File: src/rtl/rstab_pkg.sv
// ----------------------------------------------------------------------------
// rstab_pkg
// Shared types and constants for the recent station table.
// ----------------------------------------------------------------------------
package rstab_pkg;

    // table geometry
    localparam int unsigned TABLE_DEPTH = 16;
    localparam int unsigned IDX_W       = $clog2(TABLE_DEPTH);

    // field widths
    localparam int unsigned SLOT_W  = 4;
    localparam int unsigned ID_W    = 48;
    localparam int unsigned SIG_W   = 8;
    localparam int unsigned TIME_W  = 32;
    localparam int unsigned ENTRY_W = ID_W + SIG_W + TIME_W;

    // ttl after reset, in ms
    localparam logic [TIME_W-1:0] TTL_RESET_MS = 32'd15000;

    // function codes
    localparam logic FUNC_DETECT = 1'b0;
    localparam logic FUNC_QUERY  = 1'b1;

    // controller states
    typedef enum logic [2:0] {
        ST_IDLE,
        ST_SCAN,
        ST_LAST,
        ST_WRITE,
        ST_QREAD,
        ST_QEVAL
    } state_t;

    // controller to datapath commands
    typedef struct packed {
        logic             latch_in;
        logic             rd_en;
        logic             rd_query;
        logic [IDX_W-1:0] rd_idx;
        logic             write_det;
        logic             eval_query;
    } cmd_t;

endpackage

File: src/rtl/recent_station_table_core.sv
// Detect: SCAN reads every entry, LAST compares the last, WRITE loads the output;
// Query: QREAD reads one entry, QEVAL loads the output; both then take the next input.
// Detect time is set by the scan of all entries through the single RAM read port.
// A finished result waits in the output register while the next item is taken.
// Reset clears all valid bits at once and sets ttl_ms to 15000; no clearing pass.
// ----------------------------------------------------------------------------
// recent_station_table_core
// Table of recently heard stations with least-recently-seen replacement.
// ----------------------------------------------------------------------------
module recent_station_table_core
    import rstab_pkg::*;
(
    input  logic                     clk,
    input  logic                     rst_n,
    input  logic                     in_valid,
    output logic                     in_stall,
    input  logic                     func,
    input  logic [ID_W-1:0]          station_id,
    input  logic signed [SIG_W-1:0]  signal_dbm,
    input  logic [TIME_W-1:0]        now_ms,
    input  logic [SLOT_W-1:0]        slot_index,
    output logic                     out_valid,
    input  logic                     out_stall,
    output logic [SLOT_W-1:0]        slot,
    output logic                     hit,
    output logic                     entry_live,
    output logic [ID_W-1:0]          entry_id,
    output logic signed [SIG_W-1:0]  entry_signal,
    output logic [TIME_W-1:0]        entry_age_ms,
    input  logic                     cfg_valid,
    output logic                     cfg_ready,
    input  logic [TIME_W-1:0]        cfg_data
);

    cmd_t cmd;

    // ttl register takes a write at any time
    assign cfg_ready = 1'b1;

    rstab_ctrl u_ctrl (
        .clk       (clk),
        .rst_n     (rst_n),
        .in_valid  (in_valid),
        .in_stall  (in_stall),
        .func      (func),
        .out_valid (out_valid),
        .out_stall (out_stall),
        .cmd       (cmd)
    );

    rstab_datapath u_datapath (
        .clk          (clk),
        .rst_n        (rst_n),
        .cmd          (cmd),
        .station_id   (station_id),
        .signal_dbm   (signal_dbm),
        .now_ms       (now_ms),
        .slot_index   (slot_index),
        .cfg_valid    (cfg_valid),
        .cfg_data     (cfg_data),
        .slot         (slot),
        .hit          (hit),
        .entry_live   (entry_live),
        .entry_id     (entry_id),
        .entry_signal (entry_signal),
        .entry_age_ms (entry_age_ms)
    );

endmodule

File: src/rtl/rstab_ram.sv
// ----------------------------------------------------------------------------
// rstab_ram
// Generic single write port, single read port RAM with registered read.
// ----------------------------------------------------------------------------
module rstab_ram #(
    parameter int unsigned WIDTH = 8,
    parameter int unsigned DEPTH = 16
) (
    input  logic                     clk,
    input  logic                     we,
    input  logic [$clog2(DEPTH)-1:0] waddr,
    input  logic [WIDTH-1:0]         wdata,
    input  logic                     re,
    input  logic [$clog2(DEPTH)-1:0] raddr,
    output logic [WIDTH-1:0]         rdata
);

    logic [WIDTH-1:0] mem_reg [DEPTH];
    logic [WIDTH-1:0] rdata_reg;

    // write port
    always_ff @(posedge clk)
    begin
        if (we)
        begin
            mem_reg[waddr] <= wdata;
        end
    end

    // registered read port
    always_ff @(posedge clk)
    begin
        if (re)
        begin
            rdata_reg <= mem_reg[raddr];
        end
    end

    assign rdata = rdata_reg;

endmodule

File: src/rtl/rstab_ctrl.sv
// ----------------------------------------------------------------------------
// rstab_ctrl
// Sequencer for the station table: scans the entries for a detect, reads one
// entry for a query, and hands the result to the output register.
// ----------------------------------------------------------------------------
module rstab_ctrl
    import rstab_pkg::*;
(
    input  logic clk,
    input  logic rst_n,
    input  logic in_valid,
    output logic in_stall,
    input  logic func,
    output logic out_valid,
    input  logic out_stall,
    output cmd_t cmd
);

    state_t           state_reg, state_next;
    logic [IDX_W-1:0] cnt_reg, cnt_next;
    logic             out_valid_reg, out_valid_next;
    logic             out_free;

    // output register can take a new beat
    assign out_free = !out_valid_reg || !out_stall;

    // state, counter and output valid registers
    always_ff @(posedge clk or negedge rst_n)
    begin
        if (!rst_n)
        begin
            state_reg     <= ST_IDLE;
            cnt_reg       <= '0;
            out_valid_reg <= 1'b0;
        end
        else
        begin
            state_reg     <= state_next;
            cnt_reg       <= cnt_next;
            out_valid_reg <= out_valid_next;
        end
    end

    // next state and commands
    always_comb
    begin
        state_next     = state_reg;
        cnt_next       = cnt_reg;
        cmd            = '0;
        out_valid_next = out_valid_reg && out_stall;
        case (state_reg)
            ST_IDLE:
            begin
                if (in_valid)
                begin
                    cmd.latch_in = 1'b1;
                    cnt_next     = '0;
                    state_next   = (func == FUNC_QUERY) ? ST_QREAD : ST_SCAN;
                end
            end
            ST_SCAN:
            begin
                cmd.rd_en  = 1'b1;
                cmd.rd_idx = cnt_reg;
                if (cnt_reg == IDX_W'(TABLE_DEPTH - 1))
                begin
                    state_next = ST_LAST;
                end
                else
                begin
                    cnt_next = cnt_reg + IDX_W'(1);
                end
            end
            ST_LAST:
            begin
                // last entry is compared in this cycle
                state_next = ST_WRITE;
            end
            ST_WRITE:
            begin
                if (out_free)
                begin
                    cmd.write_det  = 1'b1;
                    out_valid_next = 1'b1;
                    state_next     = ST_IDLE;
                end
            end
            ST_QREAD:
            begin
                cmd.rd_en    = 1'b1;
                cmd.rd_query = 1'b1;
                state_next   = ST_QEVAL;
            end
            ST_QEVAL:
            begin
                if (out_free)
                begin
                    cmd.eval_query = 1'b1;
                    out_valid_next = 1'b1;
                    state_next     = ST_IDLE;
                end
            end
            default:
            begin
                state_next = ST_IDLE;
            end
        endcase
    end

    assign in_stall  = (state_reg != ST_IDLE);
    assign out_valid = out_valid_reg;

endmodule

File: src/rtl/rstab_datapath.sv
// ----------------------------------------------------------------------------
// rstab_datapath
// Entry storage, valid bits, scan trackers for match, free slot and oldest
// entry, query age check and the output register.
// ----------------------------------------------------------------------------
module rstab_datapath
    import rstab_pkg::*;
(
    input  logic                     clk,
    input  logic                     rst_n,
    input  cmd_t                     cmd,
    input  logic [ID_W-1:0]          station_id,
    input  logic signed [SIG_W-1:0]  signal_dbm,
    input  logic [TIME_W-1:0]        now_ms,
    input  logic [SLOT_W-1:0]        slot_index,
    input  logic                     cfg_valid,
    input  logic [TIME_W-1:0]        cfg_data,
    output logic [SLOT_W-1:0]        slot,
    output logic                     hit,
    output logic                     entry_live,
    output logic [ID_W-1:0]          entry_id,
    output logic signed [SIG_W-1:0]  entry_signal,
    output logic [TIME_W-1:0]        entry_age_ms
);

    // latched item
    logic [ID_W-1:0]         id_reg;
    logic signed [SIG_W-1:0] sig_reg;
    logic [TIME_W-1:0]       now_reg;
    logic [SLOT_W-1:0]       qidx_reg;

    // configuration
    logic [TIME_W-1:0]       ttl_reg;

    // table valid bits
    logic [TABLE_DEPTH-1:0]  valid_reg;

    // scan trackers
    logic                    eval_en_reg;
    logic [IDX_W-1:0]        eval_idx_reg;
    logic                    match_found_reg;
    logic [IDX_W-1:0]        match_idx_reg;
    logic                    inv_found_reg;
    logic [IDX_W-1:0]        inv_idx_reg;
    logic [TIME_W-1:0]       min_seen_reg;
    logic [IDX_W-1:0]        victim_reg;

    // output register
    logic [SLOT_W-1:0]       slot_reg;
    logic                    hit_reg;
    logic                    live_reg;
    logic [ID_W-1:0]         eid_reg;
    logic signed [SIG_W-1:0] esig_reg;
    logic [TIME_W-1:0]       age_reg;

    // memory interface
    logic [IDX_W-1:0]        q_addr;
    logic [IDX_W-1:0]        raddr;
    logic [IDX_W-1:0]        chosen;
    logic [ENTRY_W-1:0]      rd_data;
    logic [ID_W-1:0]         rd_id;
    logic signed [SIG_W-1:0] rd_sig;
    logic [TIME_W-1:0]       rd_seen;
    logic                    eval_valid;
    logic                    q_valid;
    logic [TIME_W-1:0]       q_age;

    assign q_addr  = IDX_W'(qidx_reg);
    assign raddr   = cmd.rd_query ? q_addr : cmd.rd_idx;
    assign rd_id   = rd_data[ENTRY_W-1 -: ID_W];
    assign rd_sig  = rd_data[TIME_W +: SIG_W];
    assign rd_seen = rd_data[TIME_W-1:0];

    // matched slot first, then lowest free slot, then oldest entry
    assign chosen = match_found_reg ? match_idx_reg :
                    inv_found_reg   ? inv_idx_reg   : victim_reg;

    // query slot status and age
    assign eval_valid = valid_reg[eval_idx_reg];
    assign q_valid    = (32'(qidx_reg) < 32'(TABLE_DEPTH)) && valid_reg[q_addr];
    assign q_age      = now_reg - rd_seen;

    rstab_ram #(
        .WIDTH (ENTRY_W),
        .DEPTH (TABLE_DEPTH)
    ) u_entries (
        .clk   (clk),
        .we    (cmd.write_det),
        .waddr (chosen),
        .wdata ({id_reg, sig_reg, now_reg}),
        .re    (cmd.rd_en),
        .raddr (raddr),
        .rdata (rd_data)
    );

    // item latch
    always_ff @(posedge clk)
    begin
        if (cmd.latch_in)
        begin
            id_reg   <= station_id;
            sig_reg  <= signal_dbm;
            now_reg  <= now_ms;
            qidx_reg <= slot_index;
        end
    end

    // ttl register
    always_ff @(posedge clk or negedge rst_n)
    begin
        if (!rst_n)
        begin
            ttl_reg <= TTL_RESET_MS;
        end
        else if (cfg_valid)
        begin
            ttl_reg <= cfg_data;
        end
    end

    // valid bits and scan compare enable
    always_ff @(posedge clk or negedge rst_n)
    begin
        if (!rst_n)
        begin
            valid_reg   <= '0;
            eval_en_reg <= 1'b0;
        end
        else
        begin
            eval_en_reg <= cmd.rd_en && !cmd.rd_query;
            if (cmd.write_det)
            begin
                valid_reg[chosen] <= 1'b1;
            end
        end
    end

    // scan trackers, one entry per cycle
    always_ff @(posedge clk)
    begin
        if (cmd.rd_en)
        begin
            eval_idx_reg <= raddr;
        end
        if (cmd.latch_in)
        begin
            match_found_reg <= 1'b0;
            match_idx_reg   <= '0;
            inv_found_reg   <= 1'b0;
            inv_idx_reg     <= '0;
            min_seen_reg    <= '1;
            victim_reg      <= '0;
        end
        else if (eval_en_reg)
        begin
            if (eval_valid && (rd_id == id_reg) && !match_found_reg)
            begin
                match_found_reg <= 1'b1;
                match_idx_reg   <= eval_idx_reg;
            end
            if (!eval_valid && !inv_found_reg)
            begin
                inv_found_reg <= 1'b1;
                inv_idx_reg   <= eval_idx_reg;
            end
            if (eval_valid && (rd_seen < min_seen_reg))
            begin
                min_seen_reg <= rd_seen;
                victim_reg   <= eval_idx_reg;
            end
        end
    end

    // output register
    always_ff @(posedge clk)
    begin
        if (cmd.write_det)
        begin
            slot_reg <= SLOT_W'(chosen);
            hit_reg  <= match_found_reg;
            live_reg <= 1'b1;
            eid_reg  <= id_reg;
            esig_reg <= sig_reg;
            age_reg  <= '0;
        end
        else if (cmd.eval_query)
        begin
            slot_reg <= qidx_reg;
            hit_reg  <= 1'b0;
            live_reg <= q_valid && (q_age <= ttl_reg);
            eid_reg  <= q_valid ? rd_id   : '0;
            esig_reg <= q_valid ? rd_sig  : '0;
            age_reg  <= q_valid ? q_age   : '0;
        end
    end

    assign slot         = slot_reg;
    assign hit          = hit_reg;
    assign entry_live   = live_reg;
    assign entry_id     = eid_reg;
    assign entry_signal = esig_reg;
    assign entry_age_ms = age_reg;

endmodule

File: config.mk
export PLATFORM = sky130hd
export DESIGN_NAME = recent_station_table_core
export DESIGN_NICKNAME = d
export VERILOG_FILES = /design/src/rtl/rstab_pkg.sv /design/src/rtl/recent_station_table_core.sv /design/src/rtl/rstab_ram.sv /design/src/rtl/rstab_ctrl.sv /design/src/rtl/rstab_datapath.sv
export SDC_FILE = /design/constraint.sdc
export NUM_CORES = 2
export LEC_CHECK = 0
export ABC_AREA = 1
export BUFFER_PORTS_ARGS = -buffer_cell sky130_fd_sc_hd__buf_4
export CAP_MARGIN = 15
export CORE_MARGIN = 5
export CORE_UTILIZATION = 29
export DETAILED_ROUTE_END_ITERATION = 6
export GPL_TIMING_DRIVEN = 0
export SLEW_MARGIN = 20
export SYNTH_ARGS = -nofsm -noshare
export SYNTH_HDL_FRONTEND = slang
export SYNTH_SLANG_ARGS = --single-unit
File: constraint.sdc
create_clock -name clk -period 7.5 [get_ports clk]
set_input_delay 2.25 -clock clk [delete_from_list [all_inputs] [get_ports clk]]
set_output_delay 2.25 -clock clk [all_outputs]
set_load 0.05 [all_outputs]
==> impl_metrics.tcl <==
set metrics [dict create \
    cts_made_buffers 186 \
    finalHoldViolCount 0 \
    start_util_pct 29.1 \
    drt-initial-drc-count 5492 \
    relSlewSlack_pct 20.7 \
    grt_pass1_vias 47600 \
    htreeDepth 4 \
    ys_dominant_reg_cell "edfxtp_1" \
    post_cts_resized 0 \
    multi_input_area_um2 18300 \
    async_reset_ff_share_pct 3.19 \
    min_path_cells 2 \
    p_leak_nw 29.8 \
    yosysUniqueCellTypes 51 \
    hold_end "u_datapath.entry_age_ms[18]" \
    p_total_mw 34.8 \
    io_buffers 224 \
    num_io_pins 227 \
    ys_top_cells_by_count "1,653 x edfxtp_1, 703 x o211ai_1, 493 x o21ai_0" \
    arrival_ns 5.72 \
    reg2reg_slack_ns 2.97 \
    vdd_ir_drop_max_v 0.000360 \
    die_area_um2 262000 \
    synth_area_per_cell_um2 13.2 \
    post_cts_buffers 0 \
    start_kind "primary input" \
    synth_area_leaders "edfxtp_1 68%, o211ai_1 7.2%, o21ai_0 3.4%" \
    seqCellArea_um2 52700 \
    die_w_um 512 \
    worstSetupPathType "primary input to flip-flop" \
    cts.clk_slew.worst_paths_ns 0.06 \
    dp_cells 9220 \
    worstHoldStart "u_datapath.entry_age_ms[18]" \
    fmax_mhz 193 \
    rsz0062_at_grt "no" \
    place_hpwl_um 164000 \
    drv_slew 0 \
    wirelength_um 231000 \
    via_per_inst 5.07 \
    end_kind "flip-flop" \
    yosysMostFrequentCell "edfxtp_1" \
    setup_tns_ns 0 \
    clock_skew_ns 0.0688 \
    rows 184 \
    coreArea_um2 251000 \
    largest_reg_flops 1408 \
    cp.required_ns 8.04 \
    hp-class "flip-flop to flip-flop" \
    drcViolationCount 0 \
    seq_area_frac_synth_pct 72.0 \
    powerDensity_nw_per_um2 398 \
    fillers 24000 \
    drv_cap 0 \
    clk_latency_ns 0.87 \
    syn2layout_area_growth_pct 19.5 \
    ys_warn_count 0 \
    grt_max_degree 58 \
    instances_no_fill 9573 \
    drive_above_1_share_pct 18.7 \
    yosys.area.top_type "edfxtp_1" \
    hold_buffers 0 \
    dr.pass1.iters 6 \
    reg2reg_from "u_datapath.now_reg[0]" \
    grt_pass1_wl_um 331000 \
    syn_inst 5557 \
    status "finished, final reports clean" \
    antenna_found_initial 24 \
    final_nets 6286 \
    fin_crit_sh_pct 69.1 \
    grt-ovfl-total 0 \
    num_vias 48500 \
    reg2reg_to "u_datapath.entry_live" \
    wl_per_cell_um 24.1 \
    drtAntennaViolNets 0 \
    period_needed_ns 5.18 \
    die_h_um 512 \
    worst_slew_pin_slew_ns 1.19 \
    synth-edff-count 1653 \
    syn-num-nets 5783 \
    cts_buffer_depth 3 \
    rr_worst_depth 24 \
    setup_ws_ns 2.32 \
    gp_congestion 0.867 \
    setup_viol 0 \
    cts_sinks 1789 \
    pre_cts_ws_ns 1.46 \
    grt.total_usage_pct 17.0 \
    netlist_area_um2 73200 \
    cts-root-buf "clkbuf_16" \
    crit_path_max_fanout 15 \
    ys_ff_latch 1789 \
    cts_tree "yes" \
    synth_top_area_share_pct 67.8 \
]
## how the worst max path moves through the flow
stage	startpoint	to	slack [ns]	cells after the start
floorplan	out_stall	u_datapath.u_entries.mem_reg[10][0]	0.29	6
detailed placement	out_stall	u_datapath.u_entries.mem_reg[10][39]	1.46	10
CTS	out_stall	u_datapath.u_entries.mem_reg[10][40]	2.35	10
finish	out_stall	u_datapath.u_entries.mem_reg[10][41]	2.32	10
global route	out_stall	u_datapath.u_entries.mem_reg[10][40]	2.16	10
global placement	out_stall	u_datapath.u_entries.mem_reg[6][37]	-6.62	7
## cell families (layout without fill, tap and decap cells)
family	count (synthesis)	in the layout	share of synthesized area, %
AO/OA/AOI/OAI	1370	1370	12.0
XOR/XNOR	45	45	0.539
adder cells (fa/ha/maj)	96	96	1.65
buffers and inverters	559	1221	3.20
flip-flops	1789	1789	72.0
multiplexers	1	1	0.0154
other	1	7	0.00513
AND/OR/NAND/NOR	1696	1696	10.6
## power breakdown
group	switching, mW	total [mW]	internal [mW]
Clock	4.03	9.23	5.20
Combinational	8.52	12.1	3.54
Sequential	0.908	13.5	12.6
Total	13.5	34.8	21.3
## critical path, cell delays in order
cell and delay (ns):
buf_4 0.11, nand2_1 0.13, nand2_1 0.28, inv_1 0.47, clkbuf_2 0.62, nand2_1 0.41
nor2_4 0.75, buf_16 0.25, buf_16 0.19, buf_16 0.18
## metrics by stage
stage	hold WS, ns	util (%)	instance area (um2)
final	0.455	34.8	87400
after global routing	0.475	34.8	87400
after CTS	0.455	34.8	87400
after detailed placement	0.443	32.3	81200
after global placement	0.436	31.5	79000
after floorplan	0.426	-	73200
## layout by cell type (no fill, tap or decap), drive strengths merged, types with 2 or more instances in the layout
cell type and count:
bufinv 16, o21a 5, ha 95, clkinvlp 8
o211ai 703, nand4 11, dfstp 7, a22o 9
or2 364, nor4 3, o2111ai 3, clkinv 90
xnor2 25, inv 225, o21bai 5, dfrtp 50
a31oi 3, nor2 473, clkbuf 390, nand2 490
o221ai 2, and2 10, a21o 2, nand3b 5
nor3 17, buf 492, edfxtp 1653, o21ai 517
xor2 20, o22ai 7, o31ai 6, dfxtp 79
nand3 323, diode 6, a21oi 103
## cell type report
class,count,area share (%)
sequential,1789,60.2
antenna,6,0.0172
tap,3348,4.79
inverter,219,0.949
clock inverter,120,1.53
clock buffer,227,5.52
timing repair buffer,315,4.26
multi-input combinational,3209,21.0
buffer,340,1.74
## metal layers
layer	vias to the layer above	GRT usage, %	wire length, um
met5	-	0	48
met4	10	6.54	8830
met3	373	3.60	21400
met2	2403	27.1	106000
met1	24000	22.8	94400
li1	21700	-	-
Power figures use the tool's default switching activity.
